--- config.mk ---
export PLATFORM = sky130hd
export DESIGN_NAME = ldpr_addr_unit
export DESIGN_NICKNAME = d
export VERILOG_FILES = /design/src/hw/rtl/ldpr_pkg.sv /design/src/hw/rtl/ldpr_addr_unit.sv
export SDC_FILE = /design/constraint.sdc
export NUM_CORES = 1
export LEC_CHECK = 0
export ABC_AREA = 1
export BUFFER_PORTS_ARGS = -buffer_cell sky130_fd_sc_hd__buf_4
export CORE_UTILIZATION = 54
export DETAILED_ROUTE_END_ITERATION = 10
export PLACE_DENSITY_LB_ADDON = 0.25
export SETUP_SLACK_MARGIN = 0.05
export SYNTH_ARGS = -nofsm -noshare
export SYNTH_HDL_FRONTEND = slang
export SYNTH_SLANG_ARGS = --single-unit
--- constraint.sdc ---
create_clock -name clock -period 4.3 [get_ports clock]
set_input_delay 0.215 -clock clock [delete_from_list [all_inputs] [get_ports clock]]
set_output_delay 0.215 -clock clock [all_outputs]
set_load 0.005 [all_outputs]
--- src/hw/rtl/ldpr_pkg.sv ---
// Package of the line, disc and point rasterizer: sizes, codes, types and
// the disc stamp rows. Every other file of the block but ldpr_channels depends on it.
package ldpr_pkg;

   localparam int STORE_PIXELS  = 524288;
   localparam int STORE_AW      = $clog2(STORE_PIXELS);
   localparam int SCREEN_WIDTH  = 640;
   localparam int SCREEN_HEIGHT = 350;
   localparam int ROW_GROUPS    = 80;
   localparam int COORD_W       = 18;
   localparam int MULT_W        =
      $clog2((SCREEN_WIDTH > ROW_GROUPS ? SCREEN_WIDTH : ROW_GROUPS) + 1);
   localparam int COUNT_W       = 17;
   localparam int ERR_W         = 20;
   localparam logic [15:0] PAGE0_BASE = 16'h7e00;

   localparam logic [1:0] OP_LINE  = 2'd0;
   localparam logic [1:0] OP_DISC  = 2'd1;
   localparam logic [1:0] OP_POINT = 2'd2;
   localparam logic [1:0] OP_READ  = 2'd3;

   localparam logic CSR_ADDRESS_MODE = 1'b0;
   localparam logic CSR_PAGE_SELECT  = 1'b1;

   localparam logic [2:0] DISC_SIZE_FOUR = 3'd5;

   typedef struct packed {
      logic address_mode;
      logic page_select;
   } cfg_type;

   typedef struct packed {
      logic                valid;
      logic [STORE_AW-1:0] index;
   } pixel_addr_type;

   typedef enum logic [3:0] {
      ST_CLEAR,
      ST_IDLE,
      ST_LINE_SWAP,
      ST_LINE_DELTA,
      ST_LINE_SETUP,
      ST_LINE_STEP,
      ST_DISC_CHECK,
      ST_DISC_BIT,
      ST_DISC_NEXT,
      ST_PX_MUL,
      ST_PX_SUM,
      ST_PX_RD,
      ST_PX_WR,
      ST_DONE
   } state_type;

   function automatic logic [10:0] stamp_row(input logic four, input logic [2:0] row);
      logic [10:0] bits;
      bits = 11'h000;
      if (four) begin
         case (row)
            3'd0: bits = 11'h1c0;
            3'd1: bits = 11'h3e0;
            3'd2: bits = 11'h3e0;
            3'd3: bits = 11'h1c0;
            default: bits = 11'h000;
         endcase
      end else begin
         case (row)
            3'd0: bits = 11'h3c0;
            3'd1: bits = 11'h7e0;
            3'd2: bits = 11'h7e0;
            3'd3: bits = 11'h7e0;
            3'd4: bits = 11'h3c0;
            default: bits = 11'h000;
         endcase
      end
      return bits;
   endfunction

endpackage

--- src/hw/rtl/ldpr_addr_unit.sv ---
// Shared two-stage address unit: clips or wraps one pixel coordinate and
// forms its store index. Depends on ldpr_pkg.
module ldpr_addr_unit (
   input  logic                                 clock,
   input  logic signed [ldpr_pkg::COORD_W-1:0]  x,
   input  logic signed [ldpr_pkg::COORD_W-1:0]  y,
   input  ldpr_pkg::cfg_type                    cfg,
   output ldpr_pkg::pixel_addr_type             addr_ff
);

   localparam int PROD_W = ldpr_pkg::COORD_W + ldpr_pkg::MULT_W + 1;
   localparam int WIDE_W = ldpr_pkg::STORE_AW + 1;
   localparam logic signed [ldpr_pkg::COORD_W-1:0] SCR_W =
      ldpr_pkg::COORD_W'(ldpr_pkg::SCREEN_WIDTH);
   localparam logic signed [ldpr_pkg::COORD_W-1:0] SCR_H =
      ldpr_pkg::COORD_W'(ldpr_pkg::SCREEN_HEIGHT);

   logic [ldpr_pkg::MULT_W-1:0]          mult;
   logic signed [PROD_W-1:0]             prod_in, prod_ff;
   logic signed [ldpr_pkg::COORD_W-1:0]  x_ff;
   logic                                 onscreen_in, onscreen_ff;
   logic                                 paged_ff, page_ff;
   logic [15:0]                          group;
   logic [WIDE_W-1:0]                    wide;
   logic [WIDE_W-1:0]                    reduced;
   ldpr_pkg::pixel_addr_type             addr_in;

   always_comb begin
      mult = cfg.address_mode ? ldpr_pkg::MULT_W'(ldpr_pkg::ROW_GROUPS)
                              : ldpr_pkg::MULT_W'(ldpr_pkg::SCREEN_WIDTH);
      prod_in = y * $signed({1'b0, mult});
      onscreen_in = (x >= 0) && (x < SCR_W) && (y >= 0) && (y < SCR_H);
   end

   always_ff @(posedge clock) begin
      prod_ff     <= prod_in;
      x_ff        <= x;
      onscreen_ff <= onscreen_in;
      paged_ff    <= cfg.address_mode;
      page_ff     <= cfg.page_select;
   end

   always_comb begin
      group = prod_ff[15:0] + {x_ff[ldpr_pkg::COORD_W-1], x_ff[17:3]}
              + (page_ff ? 16'h0000 : ldpr_pkg::PAGE0_BASE);
      if (paged_ff) begin
         wide = WIDE_W'({group, x_ff[2:0]});
      end else begin
         wide = WIDE_W'(prod_ff) + WIDE_W'(x_ff);
      end
      reduced = (wide >= WIDE_W'(ldpr_pkg::STORE_PIXELS))
                ? wide - WIDE_W'(ldpr_pkg::STORE_PIXELS) : wide;
      addr_in.valid = paged_ff || onscreen_ff;
      addr_in.index = reduced[ldpr_pkg::STORE_AW-1:0];
   end

   always_ff @(posedge clock) begin
      addr_ff <= addr_in;
   end

endmodule

==> impl_metrics.csv <==
group,metric,value,unit
run_status,outcome,"completed",
clocking,cts_tree,"done",
place,dp_hpwl,8.65,mm
final_layout,register_area,0.00112,mm²
worst_setup_path,crit_type,"primary input to register",
worst_setup_path,required,4520,ps
timing,fin_hold_ws,6.05,ps
global_route,grt_pass1_vias,3860,
routing,vias,4163,
clocking,cts.htree.levels,2,
worst_setup_path,r2r-start,"page_ff",
timing,tightest_slew,668,ps
worst_setup_path,crit_buf_inv,4,
timing,drv_slew,0,
worst_setup_path,rrSetupSlack,2070,ps
clocking,cts-root-buf,"clkbuf_8",
routing,antenna_left,0,
timing,rsz0062_at_grt,"false",
synth,ys.warnings.count,0,
worst_setup_path,regToRegEndpoint,"addr_ff[16]",
timing,skew,10.9,ps
floorplan,die_y,95.0,µm
worst_setup_path,crit_top_cell,"ha_1",
routing,wl_per_cell,12.6,µm
timing,setup_viol,0,
place,io_buffers,58,
global_route,grt_use_total,23.8,%
worst_setup_path,crit_family,"adder cells",
worst_setup_path,worstPathCellList,"buf_4 > nor2_1 > ha_1 > ha_1 > ha_1 > inv_1 > fa_1 > inv_1 > ha_1 > ha_1 > inv_1 > fa_1 > o21ai_2 > nand2_1 > nand2_1 > nand2_1 > nand3_1 > nand2_1",
routing,vias_per_cell,5.05,
synth,muxShareOfSynthArea,0,%
routing,drt_iter0_markers,178,
routing,dr.pass1.iters,5,
timing,period_minus_slack,3310,ps
routing,drc,0,
worst_setup_path,cp-start-kind,"primary input",
final_layout,drive_above_1_share,11.0,%
synth,synth_compound_gate_area_share,5.82,%
worst_setup_path,slowest_delay,520,ps
synth,synthSimpleGateAreaFrac,26.1,%
final_layout,fillCellCount,721,
synth,syn_avg_cell_area,7.27,µm²
floorplan,row_count,33,
timing,hold_viol_final,0,
routing,wl,10.4,mm
final_layout,final_common_cell,"nand2_1",
clocking,cts.sinks,56,
final_layout,diodes,0,
final_layout,stdcell_count,825,
clocking,clkLatencyLatePin,310,ps
final_layout,area_growth,16.7,%
clocking,clk_path_buf_depth,2,
clocking,tritoncts.num_buffers,5,
pwr,power_density,492,mW/mm²
global_route,grt_overflow,0,
synth,synth_seq_area_share,24.0,%
place,gp_congestion,0.873,
synth,synthCells,642,
floorplan,die_w,95.0,µm
worst_setup_path,path_max_fanout,36,
clocking,ctsResizeCount,0,
timing,setup_tns,0,ps
final_layout,multi_input_area,0.00307,mm²
clocking,clk_pin_slew_worst_paths,100,ps
hold_path,hold_depth,1,
synth,synth_area,0.00467,mm²
synth,synthAdderAreaFrac,31.0,%
global_route,antenna_found_initial,0,
global_route,grt_pass1_wl,16.7,mm
floorplan,coreArea,0.00830,mm²
worst_setup_path,worst_setup_path_end_kind,"register",
worst_setup_path,slowest_stage,"fa_1",
synth,ys_ff_latch,56,
global_route,grt_max_degree,37,
hold_path,holdCritStartpoint,"x[13]",
job,drv_cap,0,
synth,synth_top_family_by_area,"adder cells",
floorplan,start_util,56.2,%
timing,fin_crit_sh,77.0,%
final_layout,fin_nets,859,
timing,relSlewSlack,55.4,%
floorplan,ios,59,
worst_setup_path,arrival,3530,ps
final_layout,layout_common_cells,"nand2_1 (180), inv_1 (127), ha_1 (74)",
pwr,leakagePower,3.15,nW
floorplan,die_area,0.00902,mm²
hold_path,hold_class,"primary input to register",
place,dp.cells,806,
pwr,worst_ir_drop_vdd,0.000312,V
timing,fmaxAchievable,302,MHz
synth,synth_xor_area_share,2.06,%
final_layout,fin_util,65.6,%
hold_path,hold_end,"x_ff[13]",
worst_setup_path,reg2regPathDepth,9,
synth,synth_cell_type_count,27,
## routing by layer
metal  share of wire [%]  GRT usage (%)  up-vias
met4                 2.1           7.83        0
met1                  43           29.2     1906
met3                 2.6           2.58       18
met5                   0              0        -
li1                    -              -     2148
met2                  52           43.2       91
## cell families after synthesis
| group | Yosys count |
|---|---|
| and+or+nand+nor | 288 |
| buffers and inverters | 134 |
| adders and majority gates | 100 |
| DFF | 56 |
| AOI/OAI and AO/OA | 52 |
| xor gates and xnor gates | 11 |
| other | 1 |
## sequential cells by signal (all words and copies together), names as in the netlist
register and flops:
x_ff 18, onscreen_ff 1, page_ff 1, paged_ff 1, prod_ff 15, addr_ff 20
## report_power, final
group | switching, mW | total (mW) | leakage, nW | internal [mW]
clock | 0.172 | 0.301 | 0.0473 | 0.129
combinational | 0.973 | 1.65 | 2.63 | 0.680
sequential | 0.0776 | 0.725 | 0.472 | 0.648
## cells in the mapped netlist
library cell | count | area [µm²]
a21o_1 | 1 | 7.51
a21oi_1 | 27 | 135
and2_0 | 1 | 6.26
buf_2 | 4 | 20.0
clkbuf_1 | 3 | 11.3
conb_1 | 1 | 3.75
dfxtp_1 | 56 | 1120
fa_1 | 26 | 521
ha_1 | 74 | 926
inv_1 | 127 | 477
nand2_1 | 180 | 676
nand2_2 | 4 | 25.0
nand3_1 | 41 | 205
nand3_2 | 2 | 20.0
nand3b_1 | 6 | 45.0
nand4_1 | 7 | 43.8
nor2_1 | 38 | 143
nor2_2 | 3 | 18.8
nor3_1 | 1 | 5.00
nor4_1 | 1 | 6.26
o211ai_1 | 1 | 7.51
o21a_1 | 1 | 7.51
o21ai_0 | 21 | 105
o21ai_2 | 1 | 8.76
or2_2 | 4 | 25.0
xnor2_1 | 6 | 52.6
xor2_1 | 5 | 43.8
## through the flow
stage	cell area [µm²]	total power [mW]	setup slack (ps)
floorplan	4700	1.92	758
global placement	5230	2.32	777
detailed placement	5230	2.36	676
CTS	5340	2.67	994
global route	5440	2.98	776
finish	5440	2.68	988
## how the worst max path moves through the flow
stage	from	to	slack, ps	depth (start not counted)
after CTS	cfg[1]	prod_ff[15]	990	18
after global placement	cfg[1]	prod_ff[15]	780	18
final	cfg[1]	prod_ff[15]	990	18
after detailed placement	cfg[1]	prod_ff[15]	680	18
after global routing	cfg[1]	prod_ff[18]	780	17
after floorplan	cfg[1]	prod_ff[15]	760	19
## cell type report
cell class,count,area share [%]
sequential,56,20.6
multi-input combinational,460,56.3
clock inverter,1,0.161
inverter,127,8.76
clock buffer,6,1.52
timing repair buffer,70,10.2
tap,105,2.41
## repair_timing
item / in CTS / in global routing
hold buffers: 2 / 10
setup buffers: 0 / 0
hold endpoints to repair: 2 / 10
## worst register-to-register path, delay by kind of cell (launching register included)
family | cells | cell delay, ps
AO/OA/AOI/OAI | 2 | 390
adder cells (fa/ha/maj) | 2 | 870
AND/OR/NAND/NOR | 3 | 250
buffers and inverters | 2 | 320
flip-flops | 1 | 310
No activity file was read; power rests on OpenSTA's default activity.
